File: src/design/bqlp_pkg.sv
package bqlp_pkg;

    // Field and datapath widths.
    localparam int SAMPLE_W   = 16;
    localparam int COEF_W     = 24;
    localparam int PRIME_W    = 32;
    localparam int HALF_W     = PRIME_W / 2;
    localparam int DELAY_W    = 48;
    localparam int FRAC_W     = 24;
    localparam int MUL_A_W    = COEF_W + 1;
    localparam int PROD_W     = MUL_A_W + COEF_W;
    localparam int ACC_W      = 56;
    localparam int CFG_IDX_W  = 3;
    localparam int CFG_DATA_W = 32;

    // Shifts that line partial products up with the accumulator.
    localparam int LO_SHIFT    = 21;
    localparam int HI_SHIFT    = FRAC_W - LO_SHIFT;
    localparam int PRIME_SHIFT = 8;

    // Configuration register indexes.
    localparam logic [CFG_IDX_W-1:0] REG_BYPASS = 3'd0;
    localparam logic [CFG_IDX_W-1:0] REG_B0     = 3'd1;
    localparam logic [CFG_IDX_W-1:0] REG_B1     = 3'd2;
    localparam logic [CFG_IDX_W-1:0] REG_B2     = 3'd3;
    localparam logic [CFG_IDX_W-1:0] REG_A1     = 3'd4;
    localparam logic [CFG_IDX_W-1:0] REG_A2     = 3'd5;
    localparam logic [CFG_IDX_W-1:0] REG_PRIME  = 3'd6;

    // Input kinds.
    localparam logic KIND_FILTER = 1'b0;
    localparam logic KIND_PRIME  = 1'b1;

    // Sequencer steps.
    localparam logic [3:0] PRIME_ISSUE = 4'd2;
    localparam logic [3:0] PRIME_LAST  = 4'd3;
    localparam logic [3:0] NODE_STEPS  = 4'd4;
    localparam logic [3:0] FILT_ISSUE  = 4'd10;
    localparam logic [3:0] FILT_LAST   = 4'd10;

    // Operand pairs of the filter pass, two partial products each.
    localparam logic [2:0] PAIR_D1A1 = 3'd0;
    localparam logic [2:0] PAIR_D2A2 = 3'd1;
    localparam logic [2:0] PAIR_D1B1 = 3'd2;
    localparam logic [2:0] PAIR_D2B2 = 3'd3;
    localparam logic [2:0] PAIR_NDB0 = 3'd4;

    localparam logic signed [DELAY_W-1:0] DELAY_MAX = {1'b0, {(DELAY_W-1){1'b1}}};
    localparam logic signed [DELAY_W-1:0] DELAY_MIN = {1'b1, {(DELAY_W-1){1'b0}}};
    localparam logic signed [SAMPLE_W-1:0] OUT_MAX  = {1'b0, {(SAMPLE_W-1){1'b1}}};
    localparam logic signed [SAMPLE_W-1:0] OUT_MIN  = {1'b1, {(SAMPLE_W-1){1'b0}}};
    localparam logic signed [ACC_W-1:0] ROUND_HALF  = ACC_W'(1) <<< (FRAC_W - 1);

    // Sample widened to Q24.24 in accumulator width.
    function automatic logic signed [ACC_W-1:0] to_q24(input logic signed [SAMPLE_W-1:0] s);
        return {{(ACC_W-SAMPLE_W-FRAC_W){s[SAMPLE_W-1]}}, s, {FRAC_W{1'b0}}};
    endfunction

endpackage

File: src/design/bqlp_in_if.sv
interface bqlp_in_if
    import bqlp_pkg::*;
();
    logic                       valid;
    logic                       ready;
    logic                       kind;
    logic signed [SAMPLE_W-1:0] sample;

    modport source (output valid, output kind, output sample, input ready);
    modport sink   (input valid, input kind, input sample, output ready);
endinterface

File: src/design/bqlp_out_if.sv
interface bqlp_out_if
    import bqlp_pkg::*;
();
    logic                       valid;
    logic                       ready;
    logic signed [SAMPLE_W-1:0] filtered;

    modport source (output valid, output filtered, input ready);
    modport sink   (input valid, input filtered, output ready);
endinterface

File: src/design/biquad_lowpass_filter_core.sv
// Second-order low-pass biquad in direct form II with Q2.21 coefficients
// and Q24.24 delay elements.
// Items arrive on i_smp (kind, sample) with a valid/ready handshake; each
// accepted item yields exactly one filtered sample on o_res. A prime item
// first loads both delay elements with the sample times prime_scale.
// Coefficients, bypass and prime_scale are written through the plain write
// port (i_cfg_we, i_cfg_idx, i_cfg_data); the user must write them only
// while the block is idle, which the block itself does not enforce.
// All multiplies share one 25x24 signed multiplier with a registered
// product. A filter item takes ten partial products, then drains and
// finishes into the output register; no new item is taken until then.
// A prime item first forms two products of the sample and prime_scale.
// In bypass a filter item needs no products and a prime item only its two.
// i_smp.ready is high only while the sequencer is idle.
// The result sits in an output register; a stalled receiver holds it
// there, and the block then still accepts and works one more item, which
// waits in its last step until the output register frees up.
// Synchronous reset clears the delay elements, sets bypass and zeroes
// all coefficients and prime_scale.
module biquad_lowpass_filter_core
    import bqlp_pkg::*;
(
    input  logic                  i_clk,
    input  logic                  i_rst_n,
    input  logic                  i_cfg_we,
    input  logic [CFG_IDX_W-1:0]  i_cfg_idx,
    input  logic [CFG_DATA_W-1:0] i_cfg_data,
    bqlp_in_if.sink               i_smp,
    bqlp_out_if.source            o_res
);

    typedef enum logic [3:0] {
        S_IDLE  = 4'b0001,
        S_PRIME = 4'b0010,
        S_FILT  = 4'b0100,
        S_DONE  = 4'b1000
    } t_state;

    // Configuration registers.
    logic                       r_bypass;
    logic signed [COEF_W-1:0]   r_b0, r_b1, r_b2, r_a1, r_a2;
    logic [PRIME_W-1:0]         r_prime;

    // Filter state.
    logic signed [DELAY_W-1:0]  r_d1, r_d2;

    // Sequencer.
    t_state                     r_state, n_state;
    logic [3:0]                 r_step, n_step;

    // Datapath.
    logic signed [SAMPLE_W-1:0] r_sample;
    logic signed [PROD_W-1:0]   r_prod;
    logic                       r_aval;
    logic                       r_aprime;
    logic [3:0]                 r_astep;
    logic signed [ACC_W-1:0]    r_node;
    logic signed [ACC_W-1:0]    r_acc;

    // Output register.
    logic                       r_out_valid;
    logic signed [SAMPLE_W-1:0] r_out_data;

    logic                       in_fire;
    logic                       out_free;
    logic                       issue;
    logic signed [MUL_A_W-1:0]  mul_a;
    logic signed [COEF_W-1:0]   mul_b;
    logic signed [DELAY_W-1:0]  src;
    logic signed [COEF_W-1:0]   coef;
    logic signed [ACC_W-1:0]    prod_x;
    logic signed [ACC_W-1:0]    term;
    logic                       node_ok;
    logic signed [DELAY_W-1:0]  node_val;
    logic                       prime_ok;
    logic signed [DELAY_W-1:0]  prime_val;
    logic signed [ACC_W-1:0]    rnd;
    logic                       y_ok;
    logic signed [SAMPLE_W-1:0] y;
    logic                       finish;

    assign i_smp.ready    = (r_state == S_IDLE);
    assign o_res.valid    = r_out_valid;
    assign o_res.filtered = r_out_data;

    assign in_fire  = i_smp.valid && (r_state == S_IDLE);
    assign out_free = !r_out_valid || o_res.ready;
    assign finish   = (r_state == S_DONE) && out_free;

    assign issue = ((r_state == S_PRIME) && (r_step < PRIME_ISSUE))
                || ((r_state == S_FILT) && (r_step < FILT_ISSUE));

    // The node falls back to the sample when the feedback sum leaves the
    // 48-bit range.
    assign node_ok  = (&r_node[ACC_W-1:DELAY_W-1]) || !(|r_node[ACC_W-1:DELAY_W-1]);
    assign node_val = node_ok ? r_node[DELAY_W-1:0] : DELAY_W'(to_q24(r_sample));

    // The priming product is Q.16; it moves up by eight bits and saturates.
    assign prime_ok = (&r_acc[ACC_W-1:DELAY_W-1-PRIME_SHIFT])
                   || !(|r_acc[ACC_W-1:DELAY_W-1-PRIME_SHIFT]);
    assign prime_val = prime_ok ? {r_acc[DELAY_W-1-PRIME_SHIFT:0], {PRIME_SHIFT{1'b0}}}
                                : (r_acc[ACC_W-1] ? DELAY_MIN : DELAY_MAX);

    // Round half up to an integer and saturate to the output width.
    assign rnd  = r_acc + ROUND_HALF;
    assign y_ok = (&rnd[ACC_W-1:FRAC_W+SAMPLE_W-1]) || !(|rnd[ACC_W-1:FRAC_W+SAMPLE_W-1]);
    assign y    = y_ok ? rnd[FRAC_W+SAMPLE_W-1:FRAC_W] : (rnd[ACC_W-1] ? OUT_MIN : OUT_MAX);

    // Each 48x24 product is split at bit 24 of the delay operand: even
    // steps take the signed upper half, odd steps the unsigned lower half.
    always_comb begin
        src  = r_d1;
        coef = r_a1;
        case (r_step[3:1])
            PAIR_D1A1: begin
                src  = r_d1;
                coef = r_a1;
            end
            PAIR_D2A2: begin
                src  = r_d2;
                coef = r_a2;
            end
            PAIR_D1B1: begin
                src  = r_d1;
                coef = r_b1;
            end
            PAIR_D2B2: begin
                src  = r_d2;
                coef = r_b2;
            end
            PAIR_NDB0: begin
                src  = node_val;
                coef = r_b0;
            end
            default: begin
                src  = r_d1;
                coef = r_a1;
            end
        endcase
        if (r_state == S_PRIME) begin
            mul_a = MUL_A_W'(r_sample);
            mul_b = r_step[0] ? {{(COEF_W-HALF_W){1'b0}}, r_prime[PRIME_W-1:HALF_W]}
                              : {{(COEF_W-HALF_W){1'b0}}, r_prime[HALF_W-1:0]};
        end else begin
            mul_a = r_step[0] ? {1'b0, src[FRAC_W-1:0]}
                              : {src[DELAY_W-1], src[DELAY_W-1:FRAC_W]};
            mul_b = coef;
        end
    end

    // The upper half scales by 2^3, the lower half floors by 2^21; their
    // sum is floor(d * c / 2^21).
    assign prod_x = ACC_W'(r_prod);
    assign term   = r_astep[0] ? (prod_x >>> LO_SHIFT) : (prod_x <<< HI_SHIFT);

    always_comb begin
        n_state = r_state;
        n_step  = r_step;
        case (r_state)
            S_IDLE: begin
                if (i_smp.valid) begin
                    n_step = '0;
                    if (i_smp.kind == KIND_PRIME) begin
                        n_state = S_PRIME;
                    end else if (r_bypass) begin
                        n_state = S_DONE;
                    end else begin
                        n_state = S_FILT;
                    end
                end
            end
            S_PRIME: begin
                if (r_step == PRIME_LAST) begin
                    n_step  = '0;
                    n_state = r_bypass ? S_DONE : S_FILT;
                end else begin
                    n_step = 4'(r_step + 4'd1);
                end
            end
            S_FILT: begin
                if (r_step == FILT_LAST) begin
                    n_state = S_DONE;
                end else begin
                    n_step = 4'(r_step + 4'd1);
                end
            end
            S_DONE: begin
                if (out_free) begin
                    n_state = S_IDLE;
                end
            end
            default: begin
                n_state = S_IDLE;
            end
        endcase
    end

    // Control state, configuration and delay elements.
    always_ff @(posedge i_clk) begin
        if (!i_rst_n) begin
            r_state     <= S_IDLE;
            r_step      <= '0;
            r_aval      <= 1'b0;
            r_out_valid <= 1'b0;
            r_bypass    <= 1'b1;
            r_b0        <= '0;
            r_b1        <= '0;
            r_b2        <= '0;
            r_a1        <= '0;
            r_a2        <= '0;
            r_prime     <= '0;
            r_d1        <= '0;
            r_d2        <= '0;
        end else begin
            r_state <= n_state;
            r_step  <= n_step;
            r_aval  <= issue;

            if (finish) begin
                r_out_valid <= 1'b1;
            end else if (o_res.ready) begin
                r_out_valid <= 1'b0;
            end

            if (i_cfg_we) begin
                case (i_cfg_idx)
                    REG_BYPASS: r_bypass <= i_cfg_data[0];
                    REG_B0:     r_b0     <= i_cfg_data[COEF_W-1:0];
                    REG_B1:     r_b1     <= i_cfg_data[COEF_W-1:0];
                    REG_B2:     r_b2     <= i_cfg_data[COEF_W-1:0];
                    REG_A1:     r_a1     <= i_cfg_data[COEF_W-1:0];
                    REG_A2:     r_a2     <= i_cfg_data[COEF_W-1:0];
                    REG_PRIME:  r_prime  <= i_cfg_data[PRIME_W-1:0];
                    default: begin
                    end
                endcase
            end

            if ((r_state == S_PRIME) && (r_step == PRIME_LAST)) begin
                r_d1 <= prime_val;
                r_d2 <= prime_val;
            end else if (finish && !r_bypass) begin
                r_d2 <= r_d1;
                r_d1 <= node_val;
            end
        end
    end

    // Multiplier, accumulators and output data.
    always_ff @(posedge i_clk) begin
        r_prod   <= mul_a * mul_b;
        r_astep  <= r_step;
        r_aprime <= (r_state == S_PRIME);

        if (in_fire) begin
            r_sample <= i_smp.sample;
        end

        if (r_aval) begin
            if (r_aprime) begin
                if (!r_astep[0]) begin
                    r_acc <= prod_x;
                end else begin
                    r_acc <= r_acc + (prod_x <<< HALF_W);
                end
            end else if (r_astep < NODE_STEPS) begin
                r_node <= r_node - term;
            end else begin
                r_acc <= r_acc + term;
            end
        end

        if (in_fire) begin
            r_node <= to_q24(i_smp.sample);
            r_acc  <= '0;
        end else if ((r_state == S_PRIME) && (r_step == PRIME_LAST)) begin
            r_node <= to_q24(r_sample);
            r_acc  <= '0;
        end

        if (finish) begin
            r_out_data <= r_bypass ? r_sample : y;
        end
    end

endmodule

File: src/flat_wrapper.sv
// flat-port wrapper written by rule: the top's interface ports become plain ports
module biquad_lowpass_filter_core_flat import bqlp_pkg::*;
  (i_clk, i_rst_n, i_cfg_we, i_cfg_idx, i_cfg_data, i_smp_valid, i_smp_kind, i_smp_sample, i_smp_ready, o_res_valid, o_res_filtered, o_res_ready);
  bqlp_in_if i_smp_i ();
  bqlp_out_if o_res_i ();
  input  logic i_clk;
  input  logic i_rst_n;
  input  logic i_cfg_we;
  input  logic [CFG_IDX_W-1:0] i_cfg_idx;
  input  logic [CFG_DATA_W-1:0] i_cfg_data;
  input wire logic [$bits(i_smp_i.valid)-1:0] i_smp_valid;
  input wire logic [$bits(i_smp_i.kind)-1:0] i_smp_kind;
  input wire logic [$bits(i_smp_i.sample)-1:0] i_smp_sample;
  output wire logic [$bits(i_smp_i.ready)-1:0] i_smp_ready;
  output wire logic [$bits(o_res_i.valid)-1:0] o_res_valid;
  output wire logic [$bits(o_res_i.filtered)-1:0] o_res_filtered;
  input wire logic [$bits(o_res_i.ready)-1:0] o_res_ready;
  assign i_smp_i.valid = i_smp_valid;
  assign i_smp_i.kind = i_smp_kind;
  assign i_smp_i.sample = i_smp_sample;
  assign i_smp_ready = i_smp_i.ready;
  assign o_res_valid = o_res_i.valid;
  assign o_res_filtered = o_res_i.filtered;
  assign o_res_i.ready = o_res_ready;
  biquad_lowpass_filter_core u_core (.i_clk(i_clk), .i_rst_n(i_rst_n), .i_cfg_we(i_cfg_we), .i_cfg_idx(i_cfg_idx), .i_cfg_data(i_cfg_data), .i_smp(i_smp_i), .o_res(o_res_i));
endmodule
File: config.mk
export PLATFORM = sky130hd
export DESIGN_NAME = biquad_lowpass_filter_core_flat
export DESIGN_NICKNAME = d
export VERILOG_FILES = /design/src/design/bqlp_pkg.sv /design/src/design/bqlp_in_if.sv /design/src/design/bqlp_out_if.sv /design/src/design/biquad_lowpass_filter_core.sv /design/src/flat_wrapper.sv
export SDC_FILE = /design/constraint.sdc
export NUM_CORES = 2
export LEC_CHECK = 0
export ABC_AREA = 1
export BUFFER_PORTS_ARGS = -buffer_cell sky130_fd_sc_hd__buf_2
export CAP_MARGIN = 5
export CORE_MARGIN = 4
export CORE_UTILIZATION = 28
export CTS_BUF_LIST = sky130_fd_sc_hd__clkbuf_4 sky130_fd_sc_hd__clkbuf_8
export DETAILED_ROUTE_END_ITERATION = 10
export PLACE_DENSITY_LB_ADDON = 0.05
export RECOVER_POWER = 50
export SYNTH_ARGS = -nofsm -noshare
export SYNTH_HDL_FRONTEND = slang
export SYNTH_SLANG_ARGS = --single-unit
File: constraint.sdc
create_clock -name i_clk -period 22.9 [get_ports i_clk]
set_input_delay 2.29 -clock i_clk [delete_from_list [all_inputs] [get_ports i_clk]]
set_output_delay 2.29 -clock i_clk [all_outputs]
set_load 0.03 [all_outputs]
# After elaboration in Yosys (flattened, before gate mapping)
# Index checks and enable logic that the tools add are counted.
dict set report totals {
  ff_bits 457
  in_bits 57
  out_inout_bits 18
  elab_cells 134
}
dict set report classes {
  add_sub_neg 5
  mul 1
  magnitude_cmp 3
  n_eq_ne 23
  mux 38
  bitwise 1
  n_reduce_logical 42
}
# operator n
set op_table {}
lappend op_table {{two-way mux 56 bit} 8}
lappend op_table {{two-way mux 48 bit} 7}
lappend op_table {{case mux 24 bit (4 select lines)} 1}
lappend op_table {{case mux 48 bit (2 select lines)} 1}
lappend op_table {{two-way mux 16 bit} 4}
lappend op_table {{adder 56 x 25 -> 56 bit (second input constant)} 1}
lappend op_table {{adder 56 x 52 -> 56 bit} 1}
lappend op_table {{adder 56 bit} 1}
lappend op_table {{subtractor 56 x 52 -> 56 bit} 1}
lappend op_table {{two-way mux 51 bit} 1}
lappend op_table {{two-way mux 25 bit} 2}
lappend op_table {{multiplier 25 x 24 -> 49 bit} 1}
lappend op_table {{two-way mux 4 bit} 9}
lappend op_table {{AND reduction 17 bit} 2}
lappend op_table {{OR reduction 17 bit} 2}
lappend op_table {{two-way mux 24 bit} 1}
lappend op_table {{case mux 4 bit (4 select lines)} 1}
lappend op_table {{AND reduction 2 bit} 8}
lappend op_table {{equality test 3 x 2 -> 1 bit (second input constant)} 4}
lappend op_table {{equality test 3 bit (second input constant)} 4}
lappend op_table {{case mux 4 bit (3 select lines)} 1}
lappend op_table {{AND reduction 3 bit} 3}
lappend op_table {{AND reduction 9 bit} 1}
lappend op_table {{nonzero test 3 bit} 3}
lappend op_table {{22 further kinds} 45}

# Logic depth before layout (Yosys ltp)
dict set report depth {
  ltp_word 8
  depth_mapped 41
  depth_no_buf 39
}

# Least setup slack after synthesis
# OpenSTA, ideal clock, no wires.
dict set report synth_timing {
  path_type {register -> register}
  startpoint {register u_core.r_node[54]}
  endpoint {register u_core.r_prod[47]}
  setup_time_ns 0.113
  arrival_time_ns 7.345
  t_required_ns 22.787
  slack_ns 15.442
  path_stages_with_launch 32
  n_path_buf 0
  period_less_slack_ns 7.458
  cell_sequence {edfxtp_1 -> nor4_1 -> nand3_1 -> nand3_1 -> nand2_1 -> o21bai_1 -> nand2_1 -> nand2_1 -> nand2_2 -> inv_1 -> nand2_1 -> fa_1 -> inv_1 -> fa_1 -> inv_1 -> fa_1 -> inv_1 -> fa_1 -> fa_1 -> fa_1 -> fa_1 -> ha_1 -> a21oi_1 -> inv_1 -> a31oi_1 -> o21ai_0 -> inv_1 -> nor2_1 -> nor3_1 -> nand3_1 -> nand2_1 -> nand2_1}
}
dict set report synth_via {
  elab_chain_cells 8
  elab_cells_between_ends 9
  classes_between {1 x mul; 4 x mux; 4 x reduce/logical}
}
# element line
set synth_lines {}
lappend synth_lines {{start, declared} biquad_lowpass_filter_core.sv:57} ;# logic signed [ACC_W-1:0] r_node;
lappend synth_lines {{start signal, assigned} biquad_lowpass_filter_core.sv:267} ;# r_node <= r_node - term;
lappend synth_lines {{start signal, assigned} biquad_lowpass_filter_core.sv:274} ;# r_node <= to_q24(i_smp.sample);
lappend synth_lines {{start signal, assigned} biquad_lowpass_filter_core.sv:277} ;# r_node <= to_q24(r_sample);
lappend synth_lines {{OR reduction 9 bit} biquad_lowpass_filter_core.sv:95} ;# assign node_ok = (&r_node[ACC_W-1:DELAY_W-1]) || !(|r_node[ACC_W-1:DELAY_W-1]);
lappend synth_lines {{zero test 1 bit} biquad_lowpass_filter_core.sv:95}
lappend synth_lines {{logical OR 1 bit (*)} biquad_lowpass_filter_core.sv:95}
lappend synth_lines {{two-way mux 48 bit (*)} biquad_lowpass_filter_core.sv:96} ;# assign node_val = node_ok ? r_node[DELAY_W-1:0] : DELAY_W'(to_q24(r_sample));
lappend synth_lines {{case mux 48 bit (2 select lines) (*)} biquad_lowpass_filter_core.sv:114} ;# case (r_step[3:1])
lappend synth_lines {{two-way mux 25 bit (*)} biquad_lowpass_filter_core.sv:145} ;# mul_a = r_step[0] ? {1'b0, src[FRAC_W-1:0]}
lappend synth_lines {{two-way mux 25 bit (*)} biquad_lowpass_filter_core.sv:140} ;# if (r_state == S_PRIME) begin
lappend synth_lines {{multiplier 25 x 24 -> 49 bit (*)} biquad_lowpass_filter_core.sv:251} ;# r_prod <= mul_a * mul_b;
lappend synth_lines {{end signal, assigned} biquad_lowpass_filter_core.sv:251}
lappend synth_lines {{end, declared} biquad_lowpass_filter_core.sv:53} ;# logic signed [PROD_W-1:0] r_prod;
# Every way passes the cells marked *; elsewhere a longest branch is shown, timed or not.
# A chain may end at the register's enable or synchronous reset.

# Final worst setup path
dict set report layout_timing {
  startpoint {register u_core.r_step[0]}
  endpoint {register u_core.r_node[45], enable pin}
}
dict set report layout_via {
  elab_chain_cells 4
  elab_cells_between_ends 6
  classes_between {2 x eq/ne; 4 x reduce/logical}
}
# element line
set layout_lines {}
lappend layout_lines {{start, declared} biquad_lowpass_filter_core.sv:49} ;# logic [3:0] r_step, n_step;
lappend layout_lines {{start signal, assigned} biquad_lowpass_filter_core.sv:216} ;# r_step <= n_step;
lappend layout_lines {{equality test 4 x 2 -> 1 bit (*)} biquad_lowpass_filter_core.sv:276} ;# end else if ((r_state == S_PRIME) && (r_step == PRIME_LAST)) begin
lappend layout_lines {{logical AND 1 bit (*)} biquad_lowpass_filter_core.sv:276}
lappend layout_lines {{inequality test 3 bit (no line) / nonzero test 3 bit (equally long branches)} --}
lappend layout_lines {{AND reduction 3 bit (no line) (*)} --}
# Marked as above.

==> impl_metrics.tcl <==
set metrics [dict create \
    fin_crit_ns 12.11 \
    skew_ns 0.0895 \
    p_leak_nw 29.3 \
    status "finished, violations left" \
    drv_cap 7 \
    period_share 0.529 \
    multi_input_area_sq_um 39300 \
    seqCellArea_sq_um 9770 \
    cts_htree_levels 3 \
    post_route_cells_drive_above_1_share 0.0524 \
    setup_tns_ns 0 \
    setup_viol 0 \
    utilization 0.309 \
    wl_um 288000 \
    io_buffers 74 \
    violations "capacitance limit, slew limit" \
    critical_path_class "reg -> reg" \
    clkPwrFrac 0.232 \
    clock_latency_ns 0.87 \
    die_w_um 454 \
    fin_nets 8968 \
    crit_buf_inv 4 \
    antenna_found_initial 14 \
    hpwlAfterDp_um 230000 \
    viasPerCell 5.13 \
    combinationalPowerShare 0.536 \
    critical_path_arrival_ns 12.56 \
    seqPwrFrac 0.232 \
    worst_slack_ns 10.79 \
    die_y_um 454 \
    num_rows 163 \
    power.switching_mw 2.41 \
    hp-class "reg -> reg" \
    cts_buffers 91 \
    drt-initial-drc-count 5058 \
    crit_path_max_incr_delay_ns 2.60 \
    ys_ff_latch 456 \
    slew_headroom -2.98 \
    dr.pass1.iters 6 \
    synthesis.area_sq_um 55700 \
    syn_nets 9005 \
    slowest_stage "clkbuf_1" \
    syn_area_per_cell_sq_um 6.94 \
    netSwitchingFraction 0.527 \
    hold_buffers 0 \
    worst_setup_path_end_kind "flop" \
    synth-seq-area-share 0.175 \
    final_cell_mix "1489 x nand2_1, 1379 x inv_1, 1114 x nor2_1" \
    path_common_cell "clkbuf_1" \
    cts.sinks 456 \
    cts_tree "yes" \
    power.density_nw_per_um2 74.9 \
    slew_viol_final 472 \
    gr-usage-all-layers 0.274 \
    io_pins 75 \
    grt_pass1_wl_um 408000 \
    num_vias 54992 \
    ys_types 55 \
    cp_data_required_time_ns 23.35 \
    cts_buffer_depth 3 \
    root_buffer "clkbuf_8" \
    start_kind "flop" \
    crit_family "buffers and inverters" \
    areaGrowthSynthToFinish_pct 9.51 \
    grt_pass1_vias 54775 \
    cts_setup_buffers 0 \
    yosysWarnings 0 \
    max_freq_ghz 0.0826 \
    grt_max_degree 150 \
    gp_congestion 0.970 \
    grt_remaining_overflow 0 \
    tightest_slew_ns 5.97 \
    core_area_sq_um 198000 \
    worstPathMaxFanout 67 \
    async_flop_share 0 \
    dpl_worst_slack_ns 12.24 \
    crit_chain "clkbuf_1, ha_1, nand2_1, nor2_1, clkbuf_1, clkbuf_1, nor2_4, clkbuf_1, nand2_2" \
    wl_per_cell_um 26.8 \
    grt_setup_unrepaired "false" \
    ys.flop_type "dfxtp_1" \
    cts_resized 0 \
    route.detailed.drc 0 \
    hold_violations 0 \
    peakVddDrop_mv 0.0444 \
    die_area_sq_um 206000 \
    synth_edf_count 64 \
    nFillCells 22063 \
    synthesis.instances 8028 \
    clk_pin_slew_worst_paths_ns 0.06 \
    p_int_mw 2.16 \
    final_common_cell "nand2_1" \
    start_util 0.282 \
    ant_nets 0 \
]
routing by layer:
metal | GRT usage | up-vias | routed length (um)
met5 | 0 | - | 27
met4 | 0.0972 | 4 | 11800
met3 | 0.0393 | 380 | 17600
met2 | 0.441 | 1884 | 130000
met1 | 0.374 | 27310 | 128000
li1 | - | 25414 | -
synthesized netlist by cell type, drive strengths merged (2+ instances only):
master / number / area, sq um
a211oi: 3 / 22.5
a21boi: 11 / 82.6
a21o: 12 / 90.1
a21oi: 528 / 2700
a221oi: 23 / 201
a22o: 17 / 149
a31oi: 66 / 444
a41oi: 3 / 26.3
and2: 3 / 18.8
and3: 4 / 25.0
buf: 142 / 734
clkbuf: 171 / 642
clkinv: 6 / 22.5
dfxtp: 392 / 7850
edfxtp: 64 / 1920
fa: 632 / 12700
ha: 288 / 3600
inv: 1402 / 5260
nand2: 1512 / 5750
nand3: 673 / 3410
nand3b: 13 / 97.6
nand4: 71 / 444
nor2: 1134 / 4390
nor3: 43 / 226
nor4: 10 / 62.6
o2111ai: 2 / 17.5
o211ai: 19 / 143
o21a: 14 / 105
o21ai: 531 / 2670
o21bai: 31 / 233
o221ai: 62 / 543
o22ai: 13 / 81.3
o31ai: 2 / 15.0
or2: 15 / 93.8
xnor2: 34 / 298
xor2: 78 / 683
power by group through the flow:
stage                     sequential (mW)  combinational (mW)  clock [mW]
after floorplan                     0.938                1.47           0
after global placement               1.07                2.44           0
after detailed placement             1.07                2.42           0
after CTS                            1.05                2.44        1.08
after global routing                 1.05                2.67        1.11
final                                1.06                2.45        1.06
cells by family (layout without fill, tap and decap cells):
logic type | after synthesis | count (layout) | synth area share
xor+xnor | 112 | 112 | 0.0176
flops | 456 | 456 | 0.175
compound gates | 1340 | 1340 | 0.135
fa+ha+maj | 920 | 920 | 0.292
simple gates | 3479 | 3479 | 0.261
buf+inv | 1721 | 1759 | 0.120
other cells | 0 | 8 | 0
sequential cells by signal, indices dropped and copies added, names as in the netlist, 32 cells and up:
signal          cells
u_core.r_d2        48
u_core.r_node      56
u_core.r_prime     32
u_core.r_prod      49
u_core.r_d1        48
u_core.r_acc       56
metrics by stage:
step	power, mW	std cells	hold WS (ns)	cell area (sq um)
2_1_floorplan	2.40	8028	0.370	55700
3_3_place_gp	3.51	10538	0.427	59000
3_5_place_dp	3.49	10538	0.436	59000
4_1_cts	4.57	10706	0.445	61200
5_1_grt	4.83	10710	0.449	61000
6_report	4.57	10714	0.443	61000
final timing paths:
path / start / to / slack, ns / depth (start not counted)
setup / recovery: u_core.r_step[0]$_SDFFE_PN0P_ / u_core.r_node[45]$_DFFE_PP_ / 10.79 / 9
hold / removal: u_core.r_step[3]$_SDFFE_PN0P_ / u_core.r_astep[3]$_DFF_P_ / 0.44 / 0
setup reg to reg: u_core.r_step[0]$_SDFFE_PN0P_ / u_core.r_node[45]$_DFFE_PP_ / 10.79 / 9
hold reg to reg: u_core.r_step[3]$_SDFFE_PN0P_ / u_core.r_astep[3]$_DFF_P_ / 0.44 / 0
area by class of cell:
class | count | share of cell area
multi-input cells | 5851 | 0.645
flip-flops and latches | 456 | 0.160
inverters | 1408 | 0.0866
well taps | 2640 | 0.0541
clock buffers | 136 | 0.0275
repair buffers | 183 | 0.0182
clock inverters | 32 | 0.00845
diodes | 8 | 0.000328
Note: power is estimated with default switching activity, not from simulation.
